===== config.mk =====
export PLATFORM = sky130hd
export DESIGN_NAME = thruster_command_frame_receiver_flat
export DESIGN_NICKNAME = d
export VERILOG_FILES = /design/src/rtl/tcfr_pkg.sv /design/src/rtl/tcfr_in_if.sv /design/src/rtl/tcfr_out_if.sv /design/src/rtl/tcfr_deframer.sv /design/src/rtl/tcfr_checker.sv /design/src/rtl/thruster_command_frame_receiver.sv /design/src/flat_wrapper.sv
export SDC_FILE = /design/constraint.sdc
export NUM_CORES = 1
export LEC_CHECK = 0
export BUFFER_PORTS_ARGS = -buffer_cell sky130_fd_sc_hd__buf_2
export CAP_MARGIN = 25
export CORE_UTILIZATION = 53
export DETAILED_ROUTE_END_ITERATION = 10
export PLACE_DENSITY_LB_ADDON = 0.12
export SYNTH_ARGS = -nofsm -noshare
export SYNTH_HDL_FRONTEND = slang
export SYNTH_HIERARCHICAL = 1
export SYNTH_SLANG_ARGS = --single-unit

===== constraint.sdc =====
create_clock -name clk_i -period 11.8 [get_ports clk_i]
set_input_delay 0 -clock clk_i [delete_from_list [all_inputs] [get_ports clk_i]]
set_output_delay 0 -clock clk_i [all_outputs]
set_load 0.005 [all_outputs]

===== src/rtl/tcfr_pkg.sv =====
`timescale 1ns / 1ps
`default_nettype none

package tcfr_pkg;

  localparam int unsigned LEN_W     = 4;
  localparam int unsigned PULSE_W   = 16;
  localparam int unsigned NUM_PULSE = 4;
  localparam int unsigned FLAG_W    = 5;
  localparam int unsigned CFG_IDX_W = 3;
  localparam int unsigned CFG_DAT_W = 16;
  localparam int unsigned MIN_PAYLOAD = 4;

  // result status codes
  localparam logic [1:0] ST_SUCCESS   = 2'd0;
  localparam logic [1:0] ST_FRAME_ERR = 2'd1;
  localparam logic [1:0] ST_CMD_ERR   = 2'd2;
  localparam logic [1:0] ST_TIMEOUT   = 2'd3;

  // frame kinds
  localparam logic [1:0] KIND_THR = 2'd0;
  localparam logic [1:0] KIND_CMD = 2'd1;
  localparam logic [1:0] KIND_BAT = 2'd2;

  // error flag bit positions
  localparam int unsigned FLAG_CHECKSUM  = 0;
  localparam int unsigned FLAG_NO_DEVICE = 1;
  localparam int unsigned FLAG_ODD_DATA  = 2;
  localparam int unsigned FLAG_BAD_PULSE = 3;
  localparam int unsigned FLAG_WIDTH     = 4;

  // configuration register indexes
  localparam logic [CFG_IDX_W-1:0] CFG_PULSE_LOW  = 3'd0;
  localparam logic [CFG_IDX_W-1:0] CFG_PULSE_HIGH = 3'd1;
  localparam logic [CFG_IDX_W-1:0] CFG_DEAD_LOW   = 3'd2;
  localparam logic [CFG_IDX_W-1:0] CFG_DEAD_HIGH  = 3'd3;
  localparam logic [CFG_IDX_W-1:0] CFG_TIMEOUT    = 3'd4;
  localparam logic [CFG_IDX_W-1:0] CFG_CAP_MASK   = 3'd5;

  // framing bytes
  localparam logic [7:0] BYTE_T    = 8'h54;
  localparam logic [7:0] BYTE_C    = 8'h43;
  localparam logic [7:0] BYTE_E    = 8'h45;
  localparam logic [7:0] BYTE_MARK = 8'hFF;
  localparam logic [7:0] DEV_LOW   = 8'hF0;
  localparam logic [7:0] DEV_HIGH  = 8'hFE;
  localparam logic [7:0] CMD_MAX   = 8'h0F;
  localparam logic [PULSE_W-1:0] NEUTRAL_PULSE = 16'd1500;
  localparam logic [15:0] TICK_MAX = 16'hFFFF;

  typedef enum logic [3:0] {
    MODE_IDLE = 4'b0001,
    MODE_THR  = 4'b0010,
    MODE_CMD  = 4'b0100,
    MODE_BAT  = 4'b1000
  } mode_e;

  typedef struct packed {
    logic [PULSE_W-1:0] pulse_low;
    logic [PULSE_W-1:0] pulse_high;
    logic [PULSE_W-1:0] dead_low;
    logic [PULSE_W-1:0] dead_high;
    logic [15:0]        timeout;
    logic [3:0]         cap_mask;
  } tcfr_cfg_t;

  // what the deframer hands to the checker for one item
  typedef struct packed {
    logic                              produce;
    logic [1:0]                        status;
    logic [1:0]                        kind;
    logic                              thr;
    logic                              cs_bad;
    logic [7:0]                        device;
    logic [LEN_W-1:0]                  length;
    logic [NUM_PULSE-1:0][PULSE_W-1:0] pulse;
    logic [2:0]                        pairs;
    logic                              odd;
    logic [7:0]                        cmd_value;
    logic [15:0]                       bat_value;
  } tcfr_event_t;

  typedef struct packed {
    logic [1:0]                        status;
    logic [1:0]                        kind;
    logic [FLAG_W-1:0]                 flags;
    logic [7:0]                        device;
    logic [LEN_W-1:0]                  length;
    logic [NUM_PULSE-1:0]              select;
    logic [NUM_PULSE-1:0][PULSE_W-1:0] pulse;
    logic [7:0]                        cmd_value;
    logic [15:0]                       bat_value;
  } tcfr_result_t;

endpackage

`default_nettype wire


===== src/rtl/tcfr_in_if.sv =====
`timescale 1ns / 1ps
`default_nettype none

interface tcfr_in_if;
  logic       valid;
  logic       ready;
  logic       opcode;
  logic [7:0] rx_byte;

  modport source (output valid, output opcode, output rx_byte, input ready);
  modport sink   (input valid, input opcode, input rx_byte, output ready);
endinterface

`default_nettype wire


===== src/rtl/tcfr_out_if.sv =====
`timescale 1ns / 1ps
`default_nettype none

interface tcfr_out_if;
  logic        valid;
  logic        ready;
  logic [1:0]  status;
  logic [1:0]  frame_kind;
  logic [4:0]  error_flags;
  logic [7:0]  device_code;
  logic [3:0]  payload_length;
  logic [3:0]  thruster_select;
  logic [15:0] pulse_main_left;
  logic [15:0] pulse_main_right;
  logic [15:0] pulse_side_left;
  logic [15:0] pulse_side_right;
  logic [7:0]  command_value;
  logic [15:0] battery_value;

  modport source (
    output valid, input ready,
    output status, output frame_kind, output error_flags, output device_code,
    output payload_length, output thruster_select,
    output pulse_main_left, output pulse_main_right,
    output pulse_side_left, output pulse_side_right,
    output command_value, output battery_value
  );
  modport sink (
    input valid, output ready,
    input status, input frame_kind, input error_flags, input device_code,
    input payload_length, input thruster_select,
    input pulse_main_left, input pulse_main_right,
    input pulse_side_left, input pulse_side_right,
    input command_value, input battery_value
  );
endinterface

`default_nettype wire


===== src/rtl/tcfr_deframer.sv =====
`timescale 1ns / 1ps
`default_nettype none

module tcfr_deframer
  import tcfr_pkg::*;
#(
  parameter int unsigned MAX_PAYLOAD = 10
) (
  input  logic        clk_i,
  input  logic        rst_ni,
  input  logic        item_valid_i,
  input  logic        item_fire_i,
  input  logic        item_opcode_i,
  input  logic [7:0]  item_byte_i,
  input  tcfr_cfg_t   cfg_i,
  output tcfr_event_t event_o
);

  localparam int unsigned DEPTH = MAX_PAYLOAD + 1;
  localparam int unsigned CW    = $clog2(DEPTH + 1);
  localparam int unsigned IW    = $clog2(DEPTH);
  localparam int unsigned PAD   = 2 * NUM_PULSE + 1;

  mode_e       mode_q, mode_d;
  logic [CW-1:0] cnt_q, cnt_d;
  logic        armed_q, armed_d;
  logic [15:0] tick_q, tick_d;
  logic [7:0]  cs_q, cs_d;
  logic        we;
  logic [7:0]  store_q [DEPTH];
  logic [7:0]  store_pad [PAD];

  logic [CW-1:0] len;
  logic [CW-1:0] datalen;
  logic [15:0]   tick_inc;
  logic [7:0]    d0, d1, d2;

  for (genvar i = 0; i < PAD; i++) begin : g_pad
    if (i < DEPTH) begin : g_in
      assign store_pad[i] = store_q[i];
    end else begin : g_out
      assign store_pad[i] = '0;
    end
  end

  assign len      = cnt_q - CW'(1);
  assign datalen  = len - CW'(2);
  assign tick_inc = (tick_q != TICK_MAX) ? tick_q + 16'd1 : tick_q;
  assign d0       = store_q[0];
  assign d1       = store_q[1];
  assign d2       = store_q[2];

  always_comb begin
    mode_d  = mode_q;
    cnt_d   = cnt_q;
    armed_d = armed_q;
    tick_d  = tick_q;
    cs_d    = cs_q;
    we      = 1'b0;
    event_o = '0;
    if (item_valid_i) begin
      if (item_opcode_i) begin
        if (mode_q != MODE_IDLE) begin
          tick_d = tick_inc;
          if (tick_inc > cfg_i.timeout) begin
            event_o.produce = 1'b1;
            event_o.status  = ST_TIMEOUT;
            case (mode_q)
              MODE_CMD: event_o.kind = KIND_CMD;
              MODE_BAT: event_o.kind = KIND_BAT;
              default:  event_o.kind = KIND_THR;
            endcase
            mode_d  = MODE_IDLE;
            cnt_d   = '0;
            armed_d = 1'b0;
          end
        end
      end else begin
        case (mode_q)
          MODE_THR: begin
            if (armed_q && item_byte_i == BYTE_E) begin
              event_o.produce = 1'b1;
              event_o.kind    = KIND_THR;
              event_o.length  = LEN_W'(len);
              if (len < CW'(MIN_PAYLOAD)) begin
                event_o.status = ST_FRAME_ERR;
              end else begin
                event_o.status = ST_SUCCESS;
                event_o.thr    = 1'b1;
                // running xor includes the final end mark
                event_o.cs_bad = (cs_q != BYTE_MARK);
                event_o.device = store_q[0];
                event_o.pairs  = 3'(datalen >> 1);
                event_o.odd    = datalen[0];
                for (int k = 0; k < NUM_PULSE; k++) begin
                  event_o.pulse[k] = {store_pad[2 * k + 2], store_pad[2 * k + 1]};
                end
              end
              mode_d  = MODE_IDLE;
              cnt_d   = '0;
              armed_d = 1'b0;
            end else if ((armed_q && item_byte_i != BYTE_MARK) || cnt_q >= CW'(DEPTH)) begin
              event_o.produce = 1'b1;
              event_o.status  = ST_FRAME_ERR;
              event_o.kind    = KIND_THR;
              mode_d  = MODE_IDLE;
              cnt_d   = '0;
              armed_d = 1'b0;
            end else begin
              we      = 1'b1;
              cnt_d   = cnt_q + CW'(1);
              armed_d = (item_byte_i == BYTE_MARK);
              cs_d    = cs_q ^ item_byte_i;
            end
          end
          MODE_CMD: begin
            if (cnt_q < CW'(2)) begin
              if (item_byte_i == BYTE_E) begin
                event_o.produce = 1'b1;
                event_o.status  = ST_CMD_ERR;
                event_o.kind    = KIND_CMD;
                mode_d  = MODE_IDLE;
                cnt_d   = '0;
                armed_d = 1'b0;
              end else begin
                we    = 1'b1;
                cnt_d = cnt_q + CW'(1);
              end
            end else begin
              event_o.produce = 1'b1;
              event_o.kind    = KIND_CMD;
              event_o.status  = ST_CMD_ERR;
              mode_d  = MODE_IDLE;
              cnt_d   = '0;
              armed_d = 1'b0;
              if (item_byte_i == BYTE_E) begin
                event_o.cmd_value = d0;
                if (d0 != d1 || d0 > CMD_MAX || d0 == 8'd0) begin
                  event_o.status = ST_CMD_ERR;
                end else begin
                  event_o.status = ST_SUCCESS;
                  // tick count keeps running into the battery frame
                  if ((d0[3:0] & cfg_i.cap_mask) == cfg_i.cap_mask) begin
                    mode_d = MODE_BAT;
                  end
                end
              end
            end
          end
          MODE_BAT: begin
            if (cnt_q < CW'(3)) begin
              we    = 1'b1;
              cnt_d = cnt_q + CW'(1);
            end else begin
              event_o.produce   = 1'b1;
              event_o.kind      = KIND_BAT;
              event_o.bat_value = {d1, d0};
              if (item_byte_i != BYTE_E) begin
                event_o.status = ST_FRAME_ERR;
              end else if ((d0 ^ d1 ^ d2) != 8'd0) begin
                event_o.status = ST_CMD_ERR;
              end else begin
                event_o.status = ST_SUCCESS;
              end
              mode_d  = MODE_IDLE;
              cnt_d   = '0;
              armed_d = 1'b0;
            end
          end
          default: begin
            if (item_byte_i == BYTE_T || item_byte_i == BYTE_C) begin
              mode_d  = (item_byte_i == BYTE_T) ? MODE_THR : MODE_CMD;
              cnt_d   = '0;
              armed_d = 1'b0;
              tick_d  = '0;
              cs_d    = '0;
            end
          end
        endcase
      end
    end
  end

  always_ff @(posedge clk_i or negedge rst_ni) begin
    if (!rst_ni) begin
      mode_q  <= MODE_IDLE;
      cnt_q   <= '0;
      armed_q <= 1'b0;
      tick_q  <= '0;
      cs_q    <= '0;
    end else if (item_fire_i) begin
      mode_q  <= mode_d;
      cnt_q   <= cnt_d;
      armed_q <= armed_d;
      tick_q  <= tick_d;
      cs_q    <= cs_d;
    end
  end

  // frame bytes, no reset
  always_ff @(posedge clk_i) begin
    if (item_fire_i && we) begin
      store_q[cnt_q[IW-1:0]] <= item_byte_i;
    end
  end

endmodule

`default_nettype wire


===== src/rtl/tcfr_checker.sv =====
`timescale 1ns / 1ps
`default_nettype none

module tcfr_checker
  import tcfr_pkg::*;
#(
  parameter int unsigned THRUSTER_COUNT = 4
) (
  input  tcfr_event_t  event_i,
  input  tcfr_cfg_t    cfg_i,
  output tcfr_result_t result_o
);

  logic [NUM_PULSE-1:0]              sel;
  logic [2:0]                        nsel;
  logic                              limit_bad;
  logic [NUM_PULSE-1:0][PULSE_W-1:0] pd;
  logic [NUM_PULSE-1:0][PULSE_W-1:0] route;
  logic [2:0]                        idx;

  always_comb begin
    for (int b = 0; b < NUM_PULSE; b++) begin
      sel[b] = (b < THRUSTER_COUNT) && !event_i.device[b];
    end
    nsel = 3'($countones(sel));

    limit_bad = 1'b0;
    for (int k = 0; k < NUM_PULSE; k++) begin
      if (3'(k) < event_i.pairs &&
          (event_i.pulse[k] > cfg_i.pulse_high || event_i.pulse[k] < cfg_i.pulse_low)) begin
        limit_bad = 1'b1;
      end
      pd[k] = (event_i.pulse[k] >= cfg_i.dead_low && event_i.pulse[k] <= cfg_i.dead_high)
              ? NEUTRAL_PULSE : event_i.pulse[k];
    end

    // pulses go in order to the selected thrusters
    route = '0;
    idx   = '0;
    for (int b = 0; b < NUM_PULSE; b++) begin
      if (sel[b]) begin
        if (idx < event_i.pairs) begin
          route[b] = pd[idx[1:0]];
        end
        idx = idx + 3'd1;
      end
    end

    result_o           = '0;
    result_o.status    = event_i.status;
    result_o.kind      = event_i.kind;
    result_o.length    = event_i.length;
    result_o.cmd_value = event_i.cmd_value;
    result_o.bat_value = event_i.bat_value;
    if (event_i.thr) begin
      result_o.flags[FLAG_CHECKSUM]  = event_i.cs_bad;
      result_o.flags[FLAG_NO_DEVICE] = (event_i.device < DEV_LOW) ||
                                       (event_i.device > DEV_HIGH);
      result_o.flags[FLAG_ODD_DATA]  = event_i.odd;
      result_o.flags[FLAG_WIDTH]     = !event_i.odd && (event_i.pairs != nsel);
      result_o.flags[FLAG_BAD_PULSE] = !event_i.odd && (event_i.pairs == nsel) && limit_bad;
      result_o.device = event_i.device;
      result_o.select = sel;
      result_o.pulse  = route;
    end
  end

endmodule

`default_nettype wire


===== src/rtl/thruster_command_frame_receiver.sv =====
// a result passes from the input register through deframer and checker into the result register
// throughput: one request per cycle when not stalled; input register, deframer and checker, result register
// the input side stalls only while a finished result waits at the output
// reset (async, active low): idle, counters clear, config registers at their defaults
// frame byte store and the input and result data registers are not reset; the store is filled as bytes arrive
`timescale 1ns / 1ps
`default_nettype none

module thruster_command_frame_receiver
  import tcfr_pkg::*;
#(
  parameter int unsigned MAX_PAYLOAD    = 10,
  parameter int unsigned THRUSTER_COUNT = 4
) (
  input  logic                 clk_i,
  input  logic                 rst_ni,
  tcfr_in_if.sink              in_i,
  tcfr_out_if.source           out_o,
  input  logic                 cfg_we_i,
  input  logic [CFG_IDX_W-1:0] cfg_index_i,
  input  logic [CFG_DAT_W-1:0] cfg_data_i
);

  tcfr_cfg_t    cfg_q;
  logic         inq_valid_q;
  logic         inq_op_q;
  logic [7:0]   inq_byte_q;
  logic         outq_valid_q;
  tcfr_result_t outq_q;
  tcfr_event_t  ev;
  tcfr_result_t res;
  logic         proc_fire;

  // config registers
  always_ff @(posedge clk_i or negedge rst_ni) begin
    if (!rst_ni) begin
      cfg_q.pulse_low  <= 16'd1100;
      cfg_q.pulse_high <= 16'd1900;
      cfg_q.dead_low   <= 16'd1475;
      cfg_q.dead_high  <= 16'd1525;
      cfg_q.timeout    <= 16'd100;
      cfg_q.cap_mask   <= 4'd8;
    end else if (cfg_we_i) begin
      case (cfg_index_i)
        CFG_PULSE_LOW:  cfg_q.pulse_low  <= cfg_data_i;
        CFG_PULSE_HIGH: cfg_q.pulse_high <= cfg_data_i;
        CFG_DEAD_LOW:   cfg_q.dead_low   <= cfg_data_i;
        CFG_DEAD_HIGH:  cfg_q.dead_high  <= cfg_data_i;
        CFG_TIMEOUT:    cfg_q.timeout    <= cfg_data_i;
        CFG_CAP_MASK:   cfg_q.cap_mask   <= cfg_data_i[3:0];
        default: ;
      endcase
    end
  end

  // held item moves on unless its result would overwrite a waiting one
  assign proc_fire  = inq_valid_q && (!ev.produce || !outq_valid_q || out_o.ready);
  assign in_i.ready = !inq_valid_q || proc_fire;

  always_ff @(posedge clk_i or negedge rst_ni) begin
    if (!rst_ni) begin
      inq_valid_q <= 1'b0;
    end else if (in_i.valid && in_i.ready) begin
      inq_valid_q <= 1'b1;
    end else if (proc_fire) begin
      inq_valid_q <= 1'b0;
    end
  end

  always_ff @(posedge clk_i) begin
    if (in_i.valid && in_i.ready) begin
      inq_op_q   <= in_i.opcode;
      inq_byte_q <= in_i.rx_byte;
    end
  end

  tcfr_deframer #(
    .MAX_PAYLOAD(MAX_PAYLOAD)
  ) u_deframer (
    .clk_i        (clk_i),
    .rst_ni       (rst_ni),
    .item_valid_i (inq_valid_q),
    .item_fire_i  (proc_fire),
    .item_opcode_i(inq_op_q),
    .item_byte_i  (inq_byte_q),
    .cfg_i        (cfg_q),
    .event_o      (ev)
  );

  tcfr_checker #(
    .THRUSTER_COUNT(THRUSTER_COUNT)
  ) u_checker (
    .event_i (ev),
    .cfg_i   (cfg_q),
    .result_o(res)
  );

  always_ff @(posedge clk_i or negedge rst_ni) begin
    if (!rst_ni) begin
      outq_valid_q <= 1'b0;
    end else if (proc_fire && ev.produce) begin
      outq_valid_q <= 1'b1;
    end else if (out_o.ready) begin
      outq_valid_q <= 1'b0;
    end
  end

  always_ff @(posedge clk_i) begin
    if (proc_fire && ev.produce) begin
      outq_q <= res;
    end
  end

  assign out_o.valid            = outq_valid_q;
  assign out_o.status           = outq_q.status;
  assign out_o.frame_kind       = outq_q.kind;
  assign out_o.error_flags      = outq_q.flags;
  assign out_o.device_code      = outq_q.device;
  assign out_o.payload_length   = outq_q.length;
  assign out_o.thruster_select  = outq_q.select;
  assign out_o.pulse_main_left  = outq_q.pulse[0];
  assign out_o.pulse_main_right = outq_q.pulse[1];
  assign out_o.pulse_side_left  = outq_q.pulse[2];
  assign out_o.pulse_side_right = outq_q.pulse[3];
  assign out_o.command_value    = outq_q.cmd_value;
  assign out_o.battery_value    = outq_q.bat_value;

  // a new result only comes from an item held in the input register
  a_result_from_item: assert property (@(posedge clk_i) disable iff (!rst_ni)
    $rose(outq_valid_q) |-> $past(inq_valid_q))
    else $error("result appeared without a held item");

  // thruster detail only on successful results
  a_detail_on_success: assert property (@(posedge clk_i) disable iff (!rst_ni)
    (out_o.valid && out_o.status != ST_SUCCESS) |->
      (out_o.thruster_select == '0 && out_o.error_flags == '0))
    else $error("thruster detail on a failed result");

  a_length_bound: assert property (@(posedge clk_i) disable iff (!rst_ni)
    out_o.valid |-> (out_o.payload_length <= LEN_W'(MAX_PAYLOAD) &&
                     out_o.frame_kind != 2'd3))
    else $error("result length or kind out of range");

endmodule

`default_nettype wire


===== src/flat_wrapper.sv =====
// flat-port wrapper written by rule: the top's interface ports become plain ports
module thruster_command_frame_receiver_flat import tcfr_pkg::*;
#(
  parameter int unsigned MAX_PAYLOAD    = 10,
  parameter int unsigned THRUSTER_COUNT = 4
)
  (clk_i, rst_ni, cfg_we_i, cfg_index_i, cfg_data_i, in_i_valid, in_i_opcode, in_i_rx_byte, in_i_ready, out_o_valid, out_o_ready, out_o_status, out_o_frame_kind, out_o_error_flags, out_o_device_code, out_o_payload_length, out_o_thruster_select, out_o_pulse_main_left, out_o_pulse_main_right, out_o_pulse_side_left, out_o_pulse_side_right, out_o_command_value, out_o_battery_value);
  tcfr_in_if in_i_i ();
  tcfr_out_if out_o_i ();
  input  logic clk_i;
  input  logic rst_ni;
  input  logic cfg_we_i;
  input  logic [CFG_IDX_W-1:0] cfg_index_i;
  input  logic [CFG_DAT_W-1:0] cfg_data_i;
  input wire logic [$bits(in_i_i.valid)-1:0] in_i_valid;
  input wire logic [$bits(in_i_i.opcode)-1:0] in_i_opcode;
  input wire logic [$bits(in_i_i.rx_byte)-1:0] in_i_rx_byte;
  output wire logic [$bits(in_i_i.ready)-1:0] in_i_ready;
  output wire logic [$bits(out_o_i.valid)-1:0] out_o_valid;
  input wire logic [$bits(out_o_i.ready)-1:0] out_o_ready;
  output wire logic [$bits(out_o_i.status)-1:0] out_o_status;
  output wire logic [$bits(out_o_i.frame_kind)-1:0] out_o_frame_kind;
  output wire logic [$bits(out_o_i.error_flags)-1:0] out_o_error_flags;
  output wire logic [$bits(out_o_i.device_code)-1:0] out_o_device_code;
  output wire logic [$bits(out_o_i.payload_length)-1:0] out_o_payload_length;
  output wire logic [$bits(out_o_i.thruster_select)-1:0] out_o_thruster_select;
  output wire logic [$bits(out_o_i.pulse_main_left)-1:0] out_o_pulse_main_left;
  output wire logic [$bits(out_o_i.pulse_main_right)-1:0] out_o_pulse_main_right;
  output wire logic [$bits(out_o_i.pulse_side_left)-1:0] out_o_pulse_side_left;
  output wire logic [$bits(out_o_i.pulse_side_right)-1:0] out_o_pulse_side_right;
  output wire logic [$bits(out_o_i.command_value)-1:0] out_o_command_value;
  output wire logic [$bits(out_o_i.battery_value)-1:0] out_o_battery_value;
  assign in_i_i.valid = in_i_valid;
  assign in_i_i.opcode = in_i_opcode;
  assign in_i_i.rx_byte = in_i_rx_byte;
  assign in_i_ready = in_i_i.ready;
  assign out_o_valid = out_o_i.valid;
  assign out_o_i.ready = out_o_ready;
  assign out_o_status = out_o_i.status;
  assign out_o_frame_kind = out_o_i.frame_kind;
  assign out_o_error_flags = out_o_i.error_flags;
  assign out_o_device_code = out_o_i.device_code;
  assign out_o_payload_length = out_o_i.payload_length;
  assign out_o_thruster_select = out_o_i.thruster_select;
  assign out_o_pulse_main_left = out_o_i.pulse_main_left;
  assign out_o_pulse_main_right = out_o_i.pulse_main_right;
  assign out_o_pulse_side_left = out_o_i.pulse_side_left;
  assign out_o_pulse_side_right = out_o_i.pulse_side_right;
  assign out_o_command_value = out_o_i.command_value;
  assign out_o_battery_value = out_o_i.battery_value;
  thruster_command_frame_receiver #(.MAX_PAYLOAD(MAX_PAYLOAD), .THRUSTER_COUNT(THRUSTER_COUNT)) u_core (.clk_i(clk_i), .rst_ni(rst_ni), .in_i(in_i_i), .out_o(out_o_i), .cfg_we_i(cfg_we_i), .cfg_index_i(cfg_index_i), .cfg_data_i(cfg_data_i));
endmodule

==> flow_summary.json, run 1 <==
{
  "outcome": "complete, no violations",
  "syn_area_mm2": 0.0208,
  "post_drt_wl_per_cell_um": 26.5,
  "ys_top_cells_by_area": "edfxtp_1 (28%), ha_1 (17%), dfrtp_1 (11%)",
  "die_h_um": 200,
  "post_cts_buffers": 0,
  "dieArea_mm2": 0.0401,
  "dp_hpwl_mm": 50.3,
  "tritoncts": "done",
  "numPortBuffers": 147,
  "drv_slew": 0,
  "gp_congestion": 1.00,
  "yosys_register_bits": 313,
  "vias": 16600,
  "path_delay_family": "simple AND/OR/NAND/NOR gates",
  "syn-num-nets": 2237,
  "final_area_mm2": 0.0234,
  "cts_resized": 0,
  "cp-start-kind": "register",
  "synthXorXnorAreaFrac": 0.0156,
  "power_frac_clock": 0.367,
  "yosysSeqAreaShare": 0.424,
  "setup_viol": 0,
  "drv_cap": 0,
  "die_x_um": 200,
  "drive_above_1_share": 0.166,
  "start_util": 0.538,
  "finalCritPeriodShare": 0.566,
  "critPathMaxFanout": 91,
  "instances_no_fill": 2612,
  "path_cells": "nor4b_4 > nand2_2 > or4_1 > nor2_4 > buf_4 > and2_1 > buf_4 > inv_1 > ha_1 > clkinv_1 > nor3_1 > ha_1 > o21ai_1 > nand2_1 > nor3_2 > o21ai_0 > o221ai_1",
  "slew_headroom": 0.179,
  "synthMostInstantiatedCell": "ha_1",
  "cp_slowest_cell": "nor3_2",
  "pin_count": 148,
  "avgSynthCellArea_um2": 10.9,
  "htree_levels": 2,
  "setup_tns_ns": 0,
  "p_leak_nw": 10.2,
  "synth_adder_area_share": 0.170,
  "place_ws_ns": 5.25,
  "cts_buffer_depth": 3,
  "cts_sinks": 313,
  "endpoint_kind": "register",
  "rows": 72,
  "synth_edf_count": 194,
  "nFillCells": 3227,
  "yosys-mux-area-fraction": 0.0521,
  "synth_common_cells": "ha_1 (282), edfxtp_1 (194), a21oi_1 (120)",
  "clk_pin_slew_worst_paths_ns": 0.06,
  "p_sw_w": 0.000957,
  "hold_path_class": "input pin to register",
  "netlist_instances": 1921,
  "grt_max_degree": 92,
  "worst_slew_pin_slew_ns": 1.22,
  "p_int_w": 0.00229,
  "async_flop_share": 0.380,
  "core_area_mm2": 0.0387,
  "routed_wl_mm": 69.3,
  "drt_iter0_drc": 1540,
  "crit_buf_inv": 4,
  "dp_cells": 2514,
  "critPathRequiredTime_ns": 12.19,
  "synth_top_family_by_area": "adder cells",
  "grt-ovfl-total": 0,
  "synth_top_area_frac": 0.279,
  "clock_skew_ns": 0.0262,
  "avgViaCountPerCell": 6.34,
  "ant_nets": 0,
  "drtPass1Iterations": 5,
  "post-route-worst-setup-slack_ns": 5.12,
  "grt_pass1_wl_mm": 102,
  "cp_slowest_stage_delay_ns": 0.87,
  "clock-root-buffer": "clkbuf_16",
  "yosysWarnings": 6,
  "drc_errors": 0,
  "finalHoldViolations": 0,
  "nNetsFinal": 2383,
  "synth-simple-area-share": 0.155,
  "synth_compound_area_frac": 0.137,
  "rsz0062_at_grt": "no",
  "antenna_found_initial": 1,
  "area_delta_synth_final_pct": 12.2,
  "first_global_vias": 15800,
  "track_usage": 0.344,
  "yosys.area.top_type": "edfxtp_1",
  "synth-main-ff-cell": "edfxtp_1",
  "p_per_area_mw_per_mm2": 139,
  "clock_latency_ns": 0.56,
  "synth_cell_types": 91,
  "combPwrFrac": 0.211,
  "seqPwrFrac": 0.422,
  "min_period_ns": 6.68,
  "tritoncts.num_buffers": 36,
  "antenna_cells": 0,
  "place_area_mm2": 0.0218,
  "switching_share": 0.295,
  "peakVddDrop_uv": 161,
  "cp.arrival_ns": 7.07,
  "fmax_mhz": 150,
  "worstSetupPathType": "register to register"
}
-- per-stage QoR --
stage	util	power, W	hold slack (ns)
detailed placement	0.563	0.00204	0.129
finish	0.604	0.00324	0.0272
global route	0.604	0.00339	0.0292
global placement	0.562	0.00202	0.107
floorplan	-	0.00183	-0.296
CTS	0.604	0.00325	0.00337
-- repair_timing --
item	CTS	global route
hold buffers	32	0
endpoints found under the hold margin	157	0
endpoints found under the setup margin	0	0
-- worst register-to-register path, delay by kind of cell, from the launching register on --
kind            cells  cell delay, ns
fa+ha+maj           2            0.84
compound gates      3            0.52
flops               1            0.61
buf+inv             4            1.42
simple gates        8            3.14
-- layer usage --
layer / up-vias / track usage / part of all wire
met5: - / 0 / 0
met4: 0 / 0.168 / 0.050
met3: 172 / 0.0555 / 0.079
met2: 803 / 0.531 / 0.44
met1: 8097 / 0.473 / 0.43
li1: 7490 / - / -
-- power by group through the flow --
stage          sequential (W)  combinational (W)  clock [W]
2_1_floorplan         0.00135           0.000474          0
3_3_place_gp          0.00138           0.000639          0
3_5_place_dp          0.00139           0.000655          0
4_1_cts               0.00137           0.000669    0.00121
5_1_grt               0.00138           0.000760    0.00125
6_report              0.00137           0.000683    0.00119
-- logic make-up after synthesis --
| kind of cell | count (synthesis) |
|---|---|
| and+or+nand+nor | 583 |
| AOI/OAI and AO/OA | 425 |
| DFF | 313 |
| adders and majority gates | 283 |
| buffers and inverters | 192 |
| muxes | 90 |
| xor gates and xnor gates | 35 |
-- flip-flops by register name (all words and copies together), names as in the netlist, 5 cells and up --
| name | cells |
|---|---|
| u_core/out_o.pulse_side_left | 16 |
| u_core/u_deframer/tick_q | 16 |
| u_core/inq_byte_q | 8 |
| u_core/out_o.device_code | 8 |
| u_core/u_deframer/store_q | 72 |
| u_core/cfg_q | 84 |
| u_core/out_o.command_value | 8 |
| u_core/out_o.pulse_main_left | 16 |
| u_core/out_o.error_flags | 5 |
| u_core/u_deframer/cs_q | 8 |
| u_core/out_o.battery_value | 16 |
| u_core/out_o.pulse_side_right | 16 |
| u_core/out_o.pulse_main_right | 16 |
-- cell type report --
cell class,count,area [µm²],share of cell area
Clock buffer,47,1000,0.0429
Clock inverter,18,254,0.0109
Inverter,102,383,0.0164
Multi-Input combinational cell,1416,11100,0.473
Sequential cell,313,8840,0.378
Tap cell,518,648,0.0277
Timing Repair Buffer,198,1200,0.0515
-- path summary, 6_finish.rpt --
kind                                           start                               end  slack [ns]  cells past startpoint
min in group asynchronous                     rst_ni                  u_core/cfg_q[48]        0.07                      2
max                             u_core/inq_byte_q[7]  u_core/out_o.pulse_side_right[3]        5.12                     17
max reg2reg                     u_core/inq_byte_q[7]  u_core/out_o.pulse_side_right[3]        5.12                     17
min                                   cfg_index_i[0]                   u_core/cfg_q[2]        0.03                      3
max in group asynchronous                     rst_ni        u_core/u_deframer/cnt_q[1]       10.42                      3
min reg2reg                u_core/u_deframer/cs_q[6]         u_core/u_deframer/cs_q[6]        0.47                      1
-- layout by cell type, fill, tap and decap left out, drive strengths merged, types with 7 or more instances in the layout --
cell / count
dfstp: 30
o21a: 14
clkbuf: 47
nor2: 104
o211ai: 10
nor2b: 30
o221ai: 7
a32oi: 9
nand4: 48
and2: 118
ha: 282
dfrtp: 89
a32o: 20
xnor2: 24
a211oi: 21
a2111oi: 10
o31ai: 11
a21o: 27
a221o: 23
nor4b: 7
nand2: 103
a31oi: 13
o21ai: 92
nor3: 47
nor4: 14
edfxtp: 194
mux2: 89
and3: 10
xor2: 11
clkinv: 11
nand3: 44
buf: 165
dlygate4sd3: 32
nand2b: 15
inv: 102
a21oi: 122
(Power assumes the default switching activity.)
==> inputs of run 2 (changes only) <==
- clock period: 11.8 -> 6.7 ns (I/O delays scaled with it)
==> flow_summary.json, run 2 (synthesis results as in run 1) <==
{
  "outcome": "complete, no violations",
  "layout_commonest_cell": "ha_1",
  "htree_levels": 2,
  "clk_pin_slew_worst_paths_ns": 0.06,
  "power.total_w": 0.00577,
  "drv_cap": 0,
  "track_usage": 0.349,
  "peakVddDrop_uv": 212,
  "reg2reg_to": "u_core/out_o.pulse_side_left[9]",
  "critPathMaxFanout": 26,
  "antenna_found_initial": 1,
  "cp.arrival_ns": 6.70,
  "nNetsFinal": 2435,
  "dp_hpwl_mm": 52.6,
  "clock-root-buffer": "clkbuf_16",
  "place_ws_ns": 0.279,
  "top_register": "u_core/cfg_q",
  "drt_iter0_drc": 1606,
  "reg2reg_from": "u_core/inq_byte_q[7]",
  "numPortBuffers": 147,
  "finalCritPeriodShare": 0.940,
  "grt_pass1_wl_mm": 103,
  "setup_tns_ns": 0,
  "grt_max_degree": 64,
  "cts_buffer_depth": 3,
  "largest_register_ffs": 84,
  "pin_count": 148,
  "ant_nets": 0,
  "worstSetupPathType": "register to register",
  "routed_wl_mm": 70.4,
  "worst_slew_pin_slew_ns": 1.08,
  "avgViaCountPerCell": 6.30,
  "drtPass1Iterations": 6,
  "drc_errors": 0,
  "rsz0062_at_grt": "no",
  "rrSetupSlack_ns": 0.40,
  "clock_latency_ns": 0.56,
  "area_delta_synth_final_pct": 14.5,
  "post_drt_wl_per_cell_um": 26.4,
  "nFillCells": 3203,
  "die_x_um": 200,
  "finalHoldViolations": 0,
  "post-route-worst-setup-slack_ns": 0.403,
  "min_period_ns": 6.30,
  "die_h_um": 200,
  "drive_above_1_share": 0.190,
  "hold_path_class": "input pin to async pin",
  "critPathRequiredTime_ns": 7.11,
  "p_leak_nw": 10.5,
  "fin_util": 0.616,
  "vias": 16800,
  "tritoncts.num_buffers": 36,
  "slew_headroom": 0.275,
  "p_per_area_mw_per_mm2": 242,
  "core_area_mm2": 0.0387,
  "tritoncts": "done",
  "drv_slew": 0,
  "fmax_mhz": 159,
  "r2r_cells": 15,
  "layout_common_cells": "ha_1 (282), edfxtp_1 (194), buf_2 (147), a21oi_1 (120), and2_1 (118)",
  "clock_skew_ns": 0.0292,
  "regArea_mm2": 0.00884,
  "cp-start-kind": "register",
  "first_global_vias": 16200,
  "grt-ovfl-total": 0,
  "multi_input_comb_area_mm2": 0.0111,
  "setup_viol": 0,
  "endpoint_kind": "register",
  "dieArea_mm2": 0.0401,
  "rows": 72,
  "start_util": 0.538,
  "cts_sinks": 313,
  "gp_congestion": 1.04
}
==> run 2: changes by cell type in the layout (fill, tap and decap cells not counted), sizes merged <==
cell | before | now
dlymetal6s2s | 1 | 0
diode | 0 | 1
buf | 165 | 218
dlygate4sd3 | 32 | 31
clkinv | 11 | 10
bufinv | 6 | 7
clkbuf | 47 | 48
==> run 2: metrics by stage <==
| stage | hold WS [ns] | cell area [µm²] | instances |
|---|---|---|---|
| 6_report | 0.0540 | 23900 | 2665 |
| 2_1_floorplan | -0.296 | 20900 | 1921 |
| 4_1_cts | 0.0243 | 23900 | 2663 |
| 3_5_place_dp | 0.100 | 22200 | 2567 |
| 5_1_grt | 0.0671 | 23900 | 2664 |
| 3_3_place_gp | 0.0869 | 22200 | 2565 |
==> run 2: worst max-delay path by stage <==
| stage | start | end | slack (ns) | cells after the start |
|---|---|---|---|---|
| finish | u_core/inq_byte_q[7] | u_core/out_o.pulse_side_left[9] | 0.40 | 15 |
| global route | u_core/inq_byte_q[7] | u_core/out_o.pulse_side_left[9] | 0.05 | 15 |
| CTS | u_core/inq_byte_q[7] | u_core/out_o.pulse_side_left[9] | 0.21 | 15 |
| detailed placement | u_core/inq_byte_q[7] | u_core/out_o.pulse_side_left[9] | 0.28 | 15 |
| global placement | u_core/inq_byte_q[7] | u_core/out_o.pulse_side_left[11] | 0.52 | 15 |
| floorplan | u_core/u_deframer/tick_q[4] | u_core/out_o.battery_value[0] | 0.21 | 15 |
==> run 2: cell type report <==
class | instances | area share
Multi-Input combinational cell | 1416 | 0.464
Sequential cell | 313 | 0.370
Timing Repair Buffer | 250 | 0.0672
Inverter | 102 | 0.0160
Clock inverter | 18 | 0.0130
Tap cell | 518 | 0.0272
Clock buffer | 47 | 0.0420
Antenna cell | 1 | 0.000105
==> run 2: what timing repair did <==
action / in CTS / in global routing
hold buffers: 31 / 0
buffers inserted: 0 / 0
endpoints found under the setup margin: 0 / 31
hold endpoints to repair: 151 / 0
resized for setup: 0 / 1
==> run 2: critical path, cell delays in order (launching register included) <==
cell and delay [ns]:
edfxtp_1 0.59, nor4b_4 0.50, nand2_2 0.18, or4_1 0.72
nor2_4 0.44, buf_4 0.32, and2_1 0.36, inv_1 0.25
ha_1 0.32, nand2b_1 0.13, a2111oi_0 0.60, nor4b_1 0.16
nor4_2 0.54, or2_1 0.58, a32o_1 0.28, a221o_1 0.12
==> run 2: per-layer routing <==
layer / track usage / share of wire / up-vias
li1: - / - / 7612
met1: 0.475 / 0.42 / 8175
met2: 0.535 / 0.44 / 833
met3: 0.0547 / 0.080 / 176
met4: 0.190 / 0.055 / 0
met5: 0 / 0 / -
==> run 2: where the power goes <==
group          internal (W)  leakage, nW  switching, W
sequential          0.00226         3.25      0.000155
clock               0.00134        0.639      0.000826
combinational      0.000482         6.58      0.000716
total               0.00408         10.5       0.00170
==> inputs of run 3 (changes only) <==
- REMOVE_ABC_BUFFERS: default -> 1
- TNS_END_PERCENT: default -> 10
==> flow_summary.json, run 3 (synthesis results as in run 1) <==
{
  "outcome": "complete, no violations",
  "endpoint_kind": "register",
  "grt_max_degree": 65,
  "m1WireLength_mm": 28.9,
  "htree_levels": 2,
  "clock_skew_ns": 0.0265,
  "core_area_mm2": 0.0387,
  "drt_iter0_drc": 1833,
  "wl_met2_mm": 30.8,
  "clock-root-buffer": "clkbuf_16",
  "track_usage": 0.345,
  "gp_congestion": 1.05,
  "regArea_mm2": 0.00884,
  "dp_hpwl_mm": 51.1,
  "p_per_area_mw_per_mm2": 235,
  "tritoncts.num_buffers": 36,
  "worstSetupPathType": "register to register",
  "cp.arrival_ns": 6.76,
  "p_leak_nw": 10.4,
  "nNetsFinal": 2429,
  "cp_slowest_cell": "a2111oi_0",
  "avgViaCountPerCell": 6.26,
  "drtPass1Iterations": 6,
  "post_drt_wl_per_cell_um": 26.0,
  "die_h_um": 200,
  "vias": 16600,
  "dieArea_mm2": 0.0401,
  "tritoncts": "done",
  "cts_buffer_depth": 3,
  "r2r_cells": 16,
  "slew_headroom": 0.315,
  "top_register": "u_core/cfg_q",
  "hold_path_class": "input pin to async pin",
  "post_cts_buffers": 0,
  "layout_common_cells": "ha_1 (282), edfxtp_1 (194), buf_2 (147), a21oi_1 (120), and2_1 (118)",
  "antenna_cells": 0,
  "area_delta_synth_final_pct": 13.7,
  "die_x_um": 200,
  "nFillCells": 3183,
  "drv_slew": 0,
  "cts_sinks": 313,
  "wl_met3_mm": 5.84,
  "drive_above_1_share": 0.184,
  "drv_cap": 0,
  "cp_slowest_stage_delay_ns": 0.74,
  "path_cells": "nor4b_4 > nand2_2 > or4_1 > nor2_4 > buf_4 > and2_1 > inv_1 > ha_1 > nand2b_1 > a2111oi_0 > nor4b_1 > nor4_1 > nor2_1 > buf_4 > o32ai_1 > nor2b_1",
  "fmax_mhz": 157,
  "rows": 72,
  "first_global_vias": 16300,
  "drc_errors": 0,
  "place_ws_ns": 0.209,
  "critPathRequiredTime_ns": 7.09,
  "top_layer": "met4",
  "ant_nets": 0,
  "rsz0062_at_grt": "no",
  "start_util": 0.538,
  "numPortBuffers": 147,
  "post-route-worst-setup-slack_ns": 0.326,
  "multi_input_comb_area_mm2": 0.0111,
  "place_area_mm2": 0.0222,
  "finalCritPeriodShare": 0.951,
  "clock_latency_ns": 0.57,
  "largest_register_ffs": 84,
  "cp-start-kind": "register",
  "grt_pass1_wl_mm": 102,
  "pin_count": 148,
  "path_common_cell": "buf_4",
  "reg2reg_from": "u_core/inq_byte_q[7]",
  "clk_pin_slew_worst_paths_ns": 0.06,
  "worst_slew_pin_slew_ns": 1.03,
  "final_area_mm2": 0.0237,
  "critPathMaxFanout": 22,
  "layout_commonest_cell": "ha_1",
  "reg2reg_to": "u_core/out_o.pulse_main_right[0]",
  "grt-ovfl-total": 0,
  "rrSetupSlack_ns": 0.33,
  "antenna_found_initial": 2,
  "setup_viol": 0,
  "peakVddDrop_uv": 217,
  "min_period_ns": 6.37,
  "holdWs_ns": 0.0361,
  "routed_wl_mm": 69.1,
  "finalHoldViolations": 0
}
run 3: worst max-delay path by stage:
stage / startpoint / to / depth (start not counted)
after global routing: u_core/inq_byte_q[7] / u_core/out_o.pulse_side_left[6] / 16
after floorplan: u_core/u_deframer/tick_q[4] / u_core/out_o.battery_value[0] / 14
final: u_core/inq_byte_q[7] / u_core/out_o.pulse_main_right[0] / 16
after CTS: u_core/inq_byte_q[7] / u_core/out_o.pulse_side_left[5] / 15
after global placement: u_core/inq_byte_q[7] / u_core/out_o.pulse_side_left[14] / 15
after detailed placement: u_core/inq_byte_q[7] / u_core/out_o.pulse_side_left[5] / 15
run 3: metal layers:
metal  up-vias  GRT usage
li1       7572          -
met1      8065      0.464
met5         -          0
met3       175     0.0581
met2       824      0.545
met4         0      0.162
run 3: cell type report:
type                       instances  area share
multi-input combinational       1416       0.467
timing repair buffer             244      0.0668
clock buffer                      41      0.0392
sequential                       313       0.373
tap                              518      0.0273
clock inverter                    25      0.0106
inverter                         102      0.0162
run 3: per-stage QoR:
| stage | std cells | power (W) | TNS [ns] | utilization |
|---|---|---|---|---|
| floorplan | 1831 | 0.00321 | -189.19 | - |
| global placement | 2555 | 0.00355 | 0 | 0.572 |
| detailed placement | 2557 | 0.00360 | 0 | 0.572 |
| CTS | 2659 | 0.00558 | 0 | 0.612 |
| global route | 2659 | 0.00583 | 0 | 0.612 |
| finish | 2659 | 0.00558 | 0 | 0.612 |
run 3: timing repair:
action / 4_1_cts / 5_1_grt
hold buffers: 36 / 0
gates resized for setup: 0 / 1
hold endpoints to repair: 150 / 0
setup endpoints to repair: 0 / 9
run 3: where the power goes:
group | total (W) | switching [W] | internal, W
registers | 0.00241 | 0.000156 | 0.00226
clock network | 0.00196 | 0.000824 | 0.00113
logic | 0.00121 | 0.000723 | 0.000485
run 3: worst max-delay path, delay by kind of cell, from the launching register on:
family | cells | cell delay, ns
AND/OR/NAND/NOR | 10 | 3.46
buffers and inverters | 3 | 0.80
adder cells (fa/ha/maj) | 1 | 0.34
flip-flops | 1 | 0.59
AO/OA/AOI/OAI | 2 | 0.98
